**src/rtl/core/hpq_pkg.sv**
```systemverilog
// shared types and codes for the binary min-heap queue
`timescale 1ns / 1ps

package hpq_pkg;

  // operation codes on op_i
  localparam logic OP_PUSH = 1'b0;
  localparam logic OP_POP  = 1'b1;

  // status from the sequencer when a transaction completes
  typedef struct packed {
    logic fin;
    logic rejected;
  } hpq_stat_t;

endpackage

```
**src/rtl/core/hpq_ram.sv**
```systemverilog
// heap key store: one write port, one read port with registered read data
`timescale 1ns / 1ps

module hpq_ram #(
  parameter int unsigned DEPTH = 64,
  parameter int unsigned WIDTH = 32,
  localparam int unsigned AW   = $clog2(DEPTH)
) (
  input  logic             clk_i,
  input  logic             we_i,
  input  logic [AW-1:0]    waddr_i,
  input  logic [WIDTH-1:0] wdata_i,
  input  logic [AW-1:0]    raddr_i,
  output logic [WIDTH-1:0] rdata_o
);

  logic [WIDTH-1:0] mem [DEPTH];
  logic [WIDTH-1:0] rdata_q;

  always_ff @(posedge clk_i) begin
    if (we_i) begin
      mem[waddr_i] <= wdata_i;
    end
    rdata_q <= mem[raddr_i];
  end

  assign rdata_o = rdata_q;

endmodule

```
**src/rtl/core/hpq_seq.sv**
```systemverilog
// sift sequencer with the shared key comparator
`timescale 1ns / 1ps

module hpq_seq import hpq_pkg::*; #(
  parameter int unsigned CAPACITY = 64,
  parameter int unsigned KEY_BITS = 32,
  localparam int unsigned AW      = $clog2(CAPACITY),
  localparam int unsigned CW      = $clog2(CAPACITY + 1)
) (
  input  logic                clk_i,
  input  logic                rst_ni,
  input  logic                start_i,
  input  logic                op_i,
  input  logic [KEY_BITS-1:0] key_i,
  output logic                busy_o,
  output logic [CW-1:0]       count_o,
  output logic [KEY_BITS-1:0] root_o,
  output hpq_stat_t           stat_o,
  output logic                ram_we_o,
  output logic [AW-1:0]       ram_waddr_o,
  output logic [KEY_BITS-1:0] ram_wdata_o,
  output logic [AW-1:0]       ram_raddr_o,
  input  logic [KEY_BITS-1:0] ram_rdata_i
);

  localparam int unsigned IW = AW + 2;

  typedef enum logic [2:0] {
    S_IDLE,
    S_UP_RD,
    S_UP_CMP,
    S_DN_LAST,
    S_DN_LOAD,
    S_DN_L,
    S_DN_R,
    S_DN_SEL
  } state_e;

  // the compare after the candidate child is chosen has its own phase flag
  typedef enum logic {
    C_OFF,
    C_ON
  } cmp_ph_e;

  state_e              state_q, state_d;
  cmp_ph_e             cph_q, cph_d;
  logic [AW-1:0]       pos_q, pos_d;
  logic [AW-1:0]       cidx_q, cidx_d;
  logic [KEY_BITS-1:0] key_q, key_d;
  logic [KEY_BITS-1:0] cand_q, cand_d;
  logic [KEY_BITS-1:0] root_q, root_d;
  logic [CW-1:0]       count_q, count_d;

  logic [AW-1:0]       parent;
  logic [IW-1:0]       lft;
  logic [IW-1:0]       rgt;
  logic [IW-1:0]       cnt_ext;

  // shared comparator
  logic [KEY_BITS-1:0] cmp_a, cmp_b;
  logic                cmp_lt;

  assign parent  = (pos_q - AW'(1)) >> 1;
  assign lft     = {1'b0, pos_q, 1'b1};
  assign rgt     = lft + IW'(1);
  assign cnt_ext = IW'(count_q);
  assign cmp_lt  = cmp_a < cmp_b;

  always_comb begin
    state_d     = state_q;
    cph_d       = C_OFF;
    pos_d       = pos_q;
    cidx_d      = cidx_q;
    key_d       = key_q;
    cand_d      = cand_q;
    count_d     = count_q;
    ram_we_o    = 1'b0;
    ram_waddr_o = pos_q;
    ram_wdata_o = key_q;
    ram_raddr_o = '0;
    cmp_a       = key_q;
    cmp_b       = ram_rdata_i;
    stat_o      = '0;

    if (cph_q == C_ON) begin
      // candidate child against the key being sifted down
      cmp_a = cand_q;
      cmp_b = key_q;
      if (cmp_lt) begin
        ram_we_o    = 1'b1;
        ram_wdata_o = cand_q;
        pos_d       = cidx_q;
        state_d     = S_DN_L;
      end else begin
        ram_we_o   = 1'b1;
        stat_o.fin = 1'b1;
        state_d    = S_IDLE;
      end
    end else begin
      unique case (state_q)
        S_IDLE: begin
          if (start_i) begin
            if (op_i == OP_PUSH) begin
              if (count_q == CW'(CAPACITY)) begin
                stat_o.fin      = 1'b1;
                stat_o.rejected = 1'b1;
              end else begin
                key_d   = key_i;
                pos_d   = count_q[AW-1:0];
                count_d = count_q + CW'(1);
                state_d = S_UP_RD;
              end
            end else begin
              if (count_q == '0) begin
                stat_o.fin = 1'b1;
              end else begin
                count_d = count_q - CW'(1);
                if (count_q == CW'(1)) begin
                  stat_o.fin = 1'b1;
                end else begin
                  state_d = S_DN_LAST;
                end
              end
            end
          end
        end
        S_UP_RD: begin
          if (pos_q == '0) begin
            ram_we_o   = 1'b1;
            stat_o.fin = 1'b1;
            state_d    = S_IDLE;
          end else begin
            ram_raddr_o = parent;
            state_d     = S_UP_CMP;
          end
        end
        S_UP_CMP: begin
          // parent strictly greater moves down into the hole
          if (cmp_lt) begin
            ram_we_o    = 1'b1;
            ram_wdata_o = ram_rdata_i;
            pos_d       = parent;
            state_d     = S_UP_RD;
          end else begin
            ram_we_o   = 1'b1;
            stat_o.fin = 1'b1;
            state_d    = S_IDLE;
          end
        end
        S_DN_LAST: begin
          ram_raddr_o = count_q[AW-1:0];
          state_d     = S_DN_LOAD;
        end
        S_DN_LOAD: begin
          key_d   = ram_rdata_i;
          pos_d   = '0;
          state_d = S_DN_L;
        end
        S_DN_L: begin
          if (lft >= cnt_ext) begin
            ram_we_o   = 1'b1;
            stat_o.fin = 1'b1;
            state_d    = S_IDLE;
          end else begin
            ram_raddr_o = lft[AW-1:0];
            state_d     = S_DN_R;
          end
        end
        S_DN_R: begin
          cand_d = ram_rdata_i;
          cidx_d = lft[AW-1:0];
          if (rgt < cnt_ext) begin
            ram_raddr_o = rgt[AW-1:0];
            state_d     = S_DN_SEL;
          end else begin
            cph_d = C_ON;
          end
        end
        S_DN_SEL: begin
          // right child wins only when strictly smaller
          cmp_a = ram_rdata_i;
          cmp_b = cand_q;
          if (cmp_lt) begin
            cand_d = ram_rdata_i;
            cidx_d = rgt[AW-1:0];
          end
          cph_d = C_ON;
        end
        default: begin
          state_d = S_IDLE;
        end
      endcase
    end

    root_d = root_q;
    if (ram_we_o && (ram_waddr_o == '0)) begin
      root_d = ram_wdata_o;
    end
  end

  always_ff @(posedge clk_i or negedge rst_ni) begin
    if (!rst_ni) begin
      state_q <= S_IDLE;
      cph_q   <= C_OFF;
      count_q <= '0;
    end else begin
      state_q <= state_d;
      cph_q   <= cph_d;
      count_q <= count_d;
    end
  end

  always_ff @(posedge clk_i) begin
    pos_q  <= pos_d;
    cidx_q <= cidx_d;
    key_q  <= key_d;
    cand_q <= cand_d;
    root_q <= root_d;
  end

  assign busy_o  = (state_q != S_IDLE) || (cph_q == C_ON);
  assign count_o = count_q;
  assign root_o  = root_q;

endmodule

```
**src/rtl/core/binary_min_heap_queue.sv**
```systemverilog
// top level of the binary min-heap priority queue
`timescale 1ns / 1ps

// usage
//  - a transaction is taken at a rising edge with start_i high and busy_o low:
//    op_i selects push of key_i or pop of the current minimum
//  - busy_o stays high while the sift runs; no new transaction is taken then
//  - each transaction gives one result, shown for exactly one cycle with
//    done_o high: min_key_o, min_valid_o, entry_count_o and rejected_o
//    describe the heap after the operation
//  - steps: a push on a full heap or a pop on at most one key needs no sift;
//    a push runs S_UP_RD and S_UP_CMP per level climbed; a pop fetches the
//    last key in S_DN_LAST and S_DN_LOAD, then per level descended runs
//    S_DN_L, S_DN_R, S_DN_SEL (with a right child) and the compare phase
//  - the single read port of the key store sets the pace: every level needs
//    a read, a compare in the shared comparator and a write
//  - the next transaction may start in the cycle the result is shown
//  - the receiver cannot stall; a result not taken in its cycle is gone
//  - reset empties the heap; the key store itself is not cleared, as only
//    entries that hold a pushed key are ever used
module binary_min_heap_queue import hpq_pkg::*; #(
  parameter int unsigned CAPACITY = 64,
  parameter int unsigned KEY_BITS = 32,
  localparam int unsigned AW      = $clog2(CAPACITY),
  localparam int unsigned CW      = $clog2(CAPACITY + 1)
) (
  input  logic          clk_i,
  input  logic          rst_ni,
  input  logic          start_i,
  output logic          busy_o,
  input  logic          op_i,
  input  logic [31:0]   key_i,
  output logic          done_o,
  output logic [31:0]   min_key_o,
  output logic          min_valid_o,
  output logic [CW-1:0] entry_count_o,
  output logic          rejected_o
);

  logic [KEY_BITS-1:0] key_ext;
  logic [KEY_BITS-1:0] root;
  logic [CW-1:0]       count;
  hpq_stat_t           stat;

  // key store port
  logic                ram_we;
  logic [AW-1:0]       ram_waddr;
  logic [KEY_BITS-1:0] ram_wdata;
  logic [AW-1:0]       ram_raddr;
  logic [KEY_BITS-1:0] ram_rdata;

  // result strobe and flag
  logic done_q, rejected_q;

  // stored keys keep their low KEY_BITS bits
  assign key_ext = KEY_BITS'(key_i);

  hpq_seq #(
    .CAPACITY (CAPACITY),
    .KEY_BITS (KEY_BITS)
  ) u_seq (
    .clk_i       (clk_i),
    .rst_ni      (rst_ni),
    .start_i     (start_i),
    .op_i        (op_i),
    .key_i       (key_ext),
    .busy_o      (busy_o),
    .count_o     (count),
    .root_o      (root),
    .stat_o      (stat),
    .ram_we_o    (ram_we),
    .ram_waddr_o (ram_waddr),
    .ram_wdata_o (ram_wdata),
    .ram_raddr_o (ram_raddr),
    .ram_rdata_i (ram_rdata)
  );

  hpq_ram #(
    .DEPTH (CAPACITY),
    .WIDTH (KEY_BITS)
  ) u_ram (
    .clk_i   (clk_i),
    .we_i    (ram_we),
    .waddr_i (ram_waddr),
    .wdata_i (ram_wdata),
    .raddr_i (ram_raddr),
    .rdata_o (ram_rdata)
  );

  // result strobe follows the cycle in which the sift completes
  always_ff @(posedge clk_i or negedge rst_ni) begin
    if (!rst_ni) begin
      done_q     <= 1'b0;
      rejected_q <= 1'b0;
    end else begin
      done_q     <= stat.fin;
      rejected_q <= stat.rejected;
    end
  end

  // count and root are registers already updated when the strobe shows
  assign done_o        = done_q;
  assign rejected_o    = rejected_q;
  assign min_valid_o   = (count != '0);
  assign min_key_o     = (count != '0) ? 32'(root) : '0;
  assign entry_count_o = count;

endmodule
```
**config.mk**
```make
export PLATFORM = sky130hd
export DESIGN_NAME = binary_min_heap_queue
export DESIGN_NICKNAME = d
export VERILOG_FILES = /design/src/rtl/core/hpq_pkg.sv /design/src/rtl/core/hpq_ram.sv /design/src/rtl/core/hpq_seq.sv /design/src/rtl/core/binary_min_heap_queue.sv
export SDC_FILE = /design/constraint.sdc
export NUM_CORES = 2
export LEC_CHECK = 0
export CORE_UTILIZATION = 25
export DETAILED_ROUTE_END_ITERATION = 10
export DONT_BUFFER_PORTS = 1
export GPL_ROUTABILITY_DRIVEN = 0
export GPL_TIMING_DRIVEN = 0
export PLACE_DENSITY = 0.46
export SLEW_MARGIN = 20
export SYNTH_ARGS = -nofsm -noshare
export SYNTH_HDL_FRONTEND = slang
export SYNTH_SLANG_ARGS = --single-unit
```
**constraint.sdc**
```tcl
create_clock -name clk_i -period 7.36 [get_ports clk_i]
set_input_delay 0.368 -clock clk_i [delete_from_list [all_inputs] [get_ports clk_i]]
set_output_delay 0.368 -clock clk_i [all_outputs]
set_load 0.02 [all_outputs]
```
Yosys cells after proc, flatten, opt, wreduce, memory -nomap -nowiden
Memories as Yosys holds them, arrays and structs flattened. A register that Yosys moved wholly into a read port is not among the register bits.
Cells that the tools add are included.
{ "word_totals": {"input_bits": 36, "n_memories": 1, "ramBits": 2048, "word_cells": 123, "register_bits": 121} }
{ "op_classes": {"n_addsub": 4, "n_lt_le_gt_ge": 3, "n_mux": 64, "n_eq_ne": 24, "n_reduce_logical": 16, "bitwise_logic": 1} }
{ "mem_list": {"columns": ["name", "depth", "word_bits", "read_ports", "rd_clocked_by_memory_dff", "write_ports", "line_no", "text"], "rows": [
  ["u_ram.mem", 64, 32, 1, 1, 1, "hpq_ram.sv:17", "logic [WIDTH-1:0] mem [DEPTH];"]
]} }
{ "op_table": {"columns": ["operator", "count"], "rows": [
  ["32-bit 2-to-1 mux", 13],
  ["32-bit one-hot mux with 2 select lines", 2],
  ["6-bit 2-to-1 mux", 10],
  ["32-bit less-than comparator", 1],
  ["3-bit 2-to-1 mux", 9],
  ["6-bit one-hot mux with 4 select lines", 1],
  ["7-bit 2-to-1 mux", 3],
  ["3-bit one-hot mux with 7 select lines", 1],
  ["6-bit one-hot mux with 3 select lines", 1],
  ["1-bit 2-to-1 mux", 16],
  ["3-bit == test (second input constant)", 4],
  ["2-bit != test (second input constant)", 6],
  ["4-bit by 3-bit != test with 1-bit output (second input constant)", 3],
  ["6-bit one-hot mux with 2 select lines", 1],
  ["6-bit AND reduction", 2],
  ["5-bit AND reduction", 2],
  ["3-bit by 2-bit != test with 1-bit output (second input constant)", 3],
  ["7-bit by 1-bit adder with 8-bit output (second input constant)", 1],
  ["8-bit by 7-bit less-than comparator with 1-bit output", 1],
  ["8-bit nonzero test", 1],
  ["7-bit by 1-bit adder with 7-bit output (second input constant)", 1],
  ["7-bit by 1-bit == test with 1-bit output (second input constant)", 1],
  ["7-bit == test (second input constant)", 1],
  ["7-bit >= comparator", 1],
  ["other kinds (22)", 27]
]} }

Depth between registers and ports, before layout
{ "logic_depth": {"depth_word": 7, "depth_mapped": 21, "ltp_nobuf": 16} }

Cells and area by module
From an unflattened synthesis, not the netlist that was laid out.
{ "hier_totals": {"cells_unflattened": 4173, "area_unflattened_um2": 87073.5} }
{ "modules_own_cells": {"columns": ["module", "cells_per_inst", "seq_area_each_um2", "n_inst", "area_per_inst_um2"], "rows": [
  ["hpq_ram", 3324, 62139.6, 1, 78512.8],
  ["hpq_seq", 806, 3518.4, 1, 8189.1],
  ["binary_min_heap_queue", 43, 50.0, 1, 371.6]
]} }

Worst setup path before layout
OpenSTA, ideal clock, no wires.
{ "synth_path": {"kind": "flip-flop to flip-flop", "startpoint": "reg u_seq.state_q[0]", "endpoint": "reg u_seq.cand_q[0], enable pin", "path_slack_ns": 0.611, "arrival_ns": 6.258, "stages_incl_launch_ff": 20, "period_less_slack_ns": 6.749, "path_buffers": 5, "path_cell_list": "dfrtp_1 -> buf_4 -> and3_1 -> clkbuf_1 -> inv_1 -> clkbuf_1 -> buf_1 -> a21oi_1 -> o21ai_0 -> ha_1 -> a21o_1 -> a21o_1 -> a21o_1 -> a21oi_1 -> nor2b_1 -> o211ai_1 -> a211o_1 -> nand3_1 -> clkbuf_1 -> a211oi_1"} }
{ "synth_between": {"elab_chain_cells": 6} }
{ "synth_lines": {"columns": ["item", "line_no", "text"], "rows": [
  ["start, declared", "hpq_seq.sv:45", "state_e state_q, state_d;"],
  ["start signal, assigned", "hpq_seq.sv:207", "state_q <= state_d;"],
  ["3-bit == test", "hpq_seq.sv:100", "unique case (state_q)"],
  ["32-bit 2-to-1 mux", "hpq_seq.sv:100", null],
  ["32-bit 2-to-1 mux", "hpq_seq.sv:85", "if (cph_q == C_ON) begin"],
  ["32-bit less-than comparator", "hpq_seq.sv:67", "assign cmp_lt = cmp_a < cmp_b;"],
  ["2-bit by 1-bit != test with 1-bit output (no line)", null, null],
  ["3-bit AND reduction (no line) (*)", null, null],
  ["end signal, assigned", "hpq_seq.sv:217", "cand_q <= cand_d;"],
  ["end, declared", "hpq_seq.sv:50", "logic [KEY_BITS-1:0] cand_q, cand_d;"]
]} }
Every way passes the cells marked *; elsewhere a longest branch is shown, timed or not.
A chain may end at the register's enable or synchronous reset.

Worst setup path after layout
{ "layout_path": {"startpoint": "reg u_seq.pos_q[3], in the netlist u_seq.ram_waddr_o[3]", "endpoint": "reg u_ram.rdata_q[27], in the netlist u_ram.rdata_o[27] (read register of u_ram.mem)"} }
{ "layout_between": {"elab_chain_cells": 5} }
{ "layout_lines": {"columns": ["item", "line_no", "text"], "rows": [
  ["start, declared", "hpq_seq.sv:47", "logic [AW-1:0] pos_q, pos_d;"],
  ["start signal, assigned", "hpq_seq.sv:214", "pos_q <= pos_d;"],
  ["7-bit by 1-bit adder with 8-bit output", "hpq_seq.sv:65", "assign rgt = lft + IW'(1);"],
  ["8-bit by 7-bit less-than comparator with 1-bit output", "hpq_seq.sv:172", "if (rgt < cnt_ext) begin"],
  ["6-bit 2-to-1 mux", "hpq_seq.sv:172", null],
  ["6-bit one-hot mux with 4 select lines (*)", "hpq_seq.sv:100", null],
  ["6-bit 2-to-1 mux (*)", "hpq_seq.sv:85", null],
  ["end, declared", "hpq_ram.sv:18", "logic [WIDTH-1:0] rdata_q;"]
]} }
Marked as above.

==> results.toml <==
[detailed_routing]
routed_wl_mm = 363
vias_per_cell = 5.14
initialDrtViolationCount = 8579
vias = 60900
drcViolationCount = 20
wl_per_cell_um = 30.6
ant_nets = 0
dr.pass1.iters = 11

[synthesis]
syn_area_per_cell_um2 = 13.9
async_flop_share_pct = 0.591
syn-num-nets = 6544
synth_ff_type = "edfxtp_1"
syn_inst = 6460
synth-edff-count = 2156
syn_area_mm2 = 0.0897
yosys_warnings = 0
synth_seq_cells = 2201
seq_area_frac_synth_pct = 73.3
ys_types = 86

[sta]
rsz0062_at_grt = "no"
setup_viol = 2
finClkSkew_ns = 0.0563
slew_headroom_pct = 9.70
tightest_slew_ns = 1.34
worst_slack_ns = -0.235
max_freq_mhz = 132
final_hold_viol_count = 0
slew_viol_final = 0
fin_crit_sh_pct = 103
hold-worst-slack_ns = 0.0827
period_needed_ns = 7.59

[final_layout]
multi_input_area_mm2 = 0.0225
layout_commonest_cell = "edfxtp_1"
area_delta_synth_final_pct = 19.7
fin_nets = 6974
drive_gt1_share_pct = 13.0
seqCellArea_mm2 = 0.0657
n_fill_cell = 35600
fin_area_mm2 = 0.107
post-route-util_pct = 30.1
stdcell_count = 11900
layout.cells.most_common_list = "edfxtp_1 (2156), nand2_1 (1242), nand3_1 (316)"

[outcome]
violations = "DRC, setup timing"
outcome = "finished, violations left"

[grt]
grt_remaining_overflow = 0
grt_usage_pct = 19.5
antenna_found_initial = 51
grt_pass1_vias = 57200
grt_max_degree = 56
grt_pass1_wl_mm = 489

[job]
max_cap_violations = 0

[setup_path]
crit_path_max_fanout = 11
endpoint_kind = "flip-flop"
worstSetupStartpointType = "flip-flop"
critPathKind = "reg2reg"
arrival_ns = 8.29
cp.required_ns = 8.05

[floorplan]
die_x_um = 601
die_y_um = 601
die_area_mm2 = 0.361
pin_count = 79
row_count = 219
initial_utilization_pct = 25.1
core_mm2 = 0.356

[cts]
cts_buffers = 235
clock_sinks = 2201
cts.path.max_buffers = 3
htree_num_levels = 4
cts_setup_buffers = 0
clk_pin_slew_ns = 0.06
clk_latency_ns = 0.90
cts_tree = "built"
cts_root_buf = "clkbuf_16"

[place]
port_buffers = 0
dp_hpwl_mm = 264
dpl_cell_area_mm2 = 0.0993
place_inst = 11400

[min_path]
hp-class = "in2reg"
## per-layer routing
metal | up-vias | part of all wire (%) | GRT usage (%)
met5 | - | 0.032 | 0
met4 | 16 | 5.3 | 9.20
met3 | 647 | 8.8 | 3.92
met2 | 3315 | 45 | 30.5
met1 | 31400 | 41 | 25.9
li1 | 25600 | - | -
## final timing paths
path | slack, ns | to | cells after the start | from
max | -0.23 | u_ram.rdata_o[27]$_DFF_P_ | 18 | u_seq.ram_waddr_o[3]$_DFFE_PP_
min reg2reg | 0.47 | u_seq.cand_q[30]$_DFFE_PP_ | 0 | u_ram.rdata_o[30]$_DFF_P_
max reg2reg | -0.23 | u_ram.rdata_o[27]$_DFF_P_ | 18 | u_seq.ram_waddr_o[3]$_DFFE_PP_
min in group asynchronous | 0.45 | rejected_o$_DFF_PN0_ | 2 | rst_ni
max in group asynchronous | 6.50 | u_seq.count_o[4]$_DFFE_PN0P_ | 2 | rst_ni
min | 0.08 | u_seq.count_o[1]$_DFFE_PN0P_ | 4 | op_i
## logic make-up after synthesis
family          count (synthesis)  synth area share (%)
flops                        2201                  73.3
compound gates               1277                  9.92
mux                           238                  2.79
buf+inv                       506                  2.53
xor+xnor                       18                 0.176
fa+ha+maj                      48                 0.670
simple gates                 2172                  10.6
## cells in the mapped netlist, types with 14 or more instances
cell type | number | area, um2
a2111oi_0 | 21 | 184
a211oi_1 | 143 | 1070
a21oi_1 | 270 | 1350
a221o_1 | 21 | 210
a221oi_1 | 29 | 254
a22o_1 | 20 | 175
a22oi_1 | 37 | 278
a311o_1 | 31 | 310
a311oi_1 | 24 | 210
a31o_2 | 20 | 175
a31oi_1 | 205 | 1280
a32oi_1 | 30 | 263
and2_1 | 35 | 219
and3_1 | 142 | 888
buf_1 | 49 | 184
buf_2 | 165 | 826
buf_4 | 26 | 195
clkbuf_1 | 207 | 777
dfxtp_1 | 32 | 641
edfxtp_1 | 2156 | 64700
ha_1 | 48 | 601
inv_1 | 50 | 188
mux2_2 | 75 | 845
mux2i_1 | 161 | 1610
nand2_1 | 1245 | 4670
nand2b_1 | 40 | 250
nand3_1 | 317 | 1590
nand4_1 | 14 | 87.6
nor2_1 | 237 | 890
nor3_1 | 46 | 230
nor4_1 | 18 | 113
o211ai_1 | 48 | 360
o21ai_0 | 165 | 826
o221a_2 | 33 | 372
o221ai_1 | 26 | 228
o2bb2ai_1 | 32 | 280
o311a_1 | 21 | 210
o311ai_0 | 15 | 131
or3_1 | 30 | 188
## registers in the layout, indices dropped and copies added, names as in the netlist
signal / cells
rejected_o: 1
u_seq.cph_q: 1
u_ram.mem: 2048
u_seq.count_o: 7
u_seq.root_o: 32
u_seq.cidx_q: 6
u_seq.ram_waddr_o: 6
done_o: 1
u_seq.state_q: 3
u_ram.rdata_o: 32
u_seq.cand_q: 32
u_seq.key_q: 32
## through the flow
step / worst slack, ns / setup TNS, ns
final: -0.235 / -0.271
after global routing: 0.0136 / 0
after CTS: 0.0582 / 0
after detailed placement: -0.309 / -0.564
after global placement: -3.32 / -266.55
after floorplan: 0.611 / 0
## final cells by class
class / instances / share of cell area, %
Clock inverter: 127 / 1.09
Inverter: 50 / 0.175
Sequential cell: 2201 / 61.2
Timing Repair Buffer: 194 / 3.09
Buffer: 455 / 1.95
Clock buffer: 311 / 5.91
Multi-Input combinational cell: 3753 / 21.0
Antenna cell: 13 / 0.0303
Tap cell: 4751 / 5.54
## worst max-delay path, stage by stage (launching register included)
cell,delay [ns]
edfxtp_1,0.43
buf_6,0.17
clkbuf_1,0.66
nand2_1,0.14
nor2_1,0.15
xor2_1,0.30
ha_1,0.34
a211oi_2,0.21
o211ai_2,0.15
or3_1,0.34
o21ai_2,0.47
o21ai_1,0.29
nor2_1,0.68
buf_2,0.57
buf_2,0.40
a22oi_1,0.13
o21ai_1,0.62
a31oi_1,0.30
o211ai_1,0.97
## repair_timing
item | 4_1_cts | 5_1_grt
hold endpoints to repair | 56 | 0
resized for setup | 4 | 0
setup endpoints to repair | 5 | 6
cloned | 0 | 0
hold buffers | 36 | 0
pin swaps | 3 | 1
Power is not shown: default switching activity piles up to over one toggle a cycle in this logic, so the estimate is an artifact.
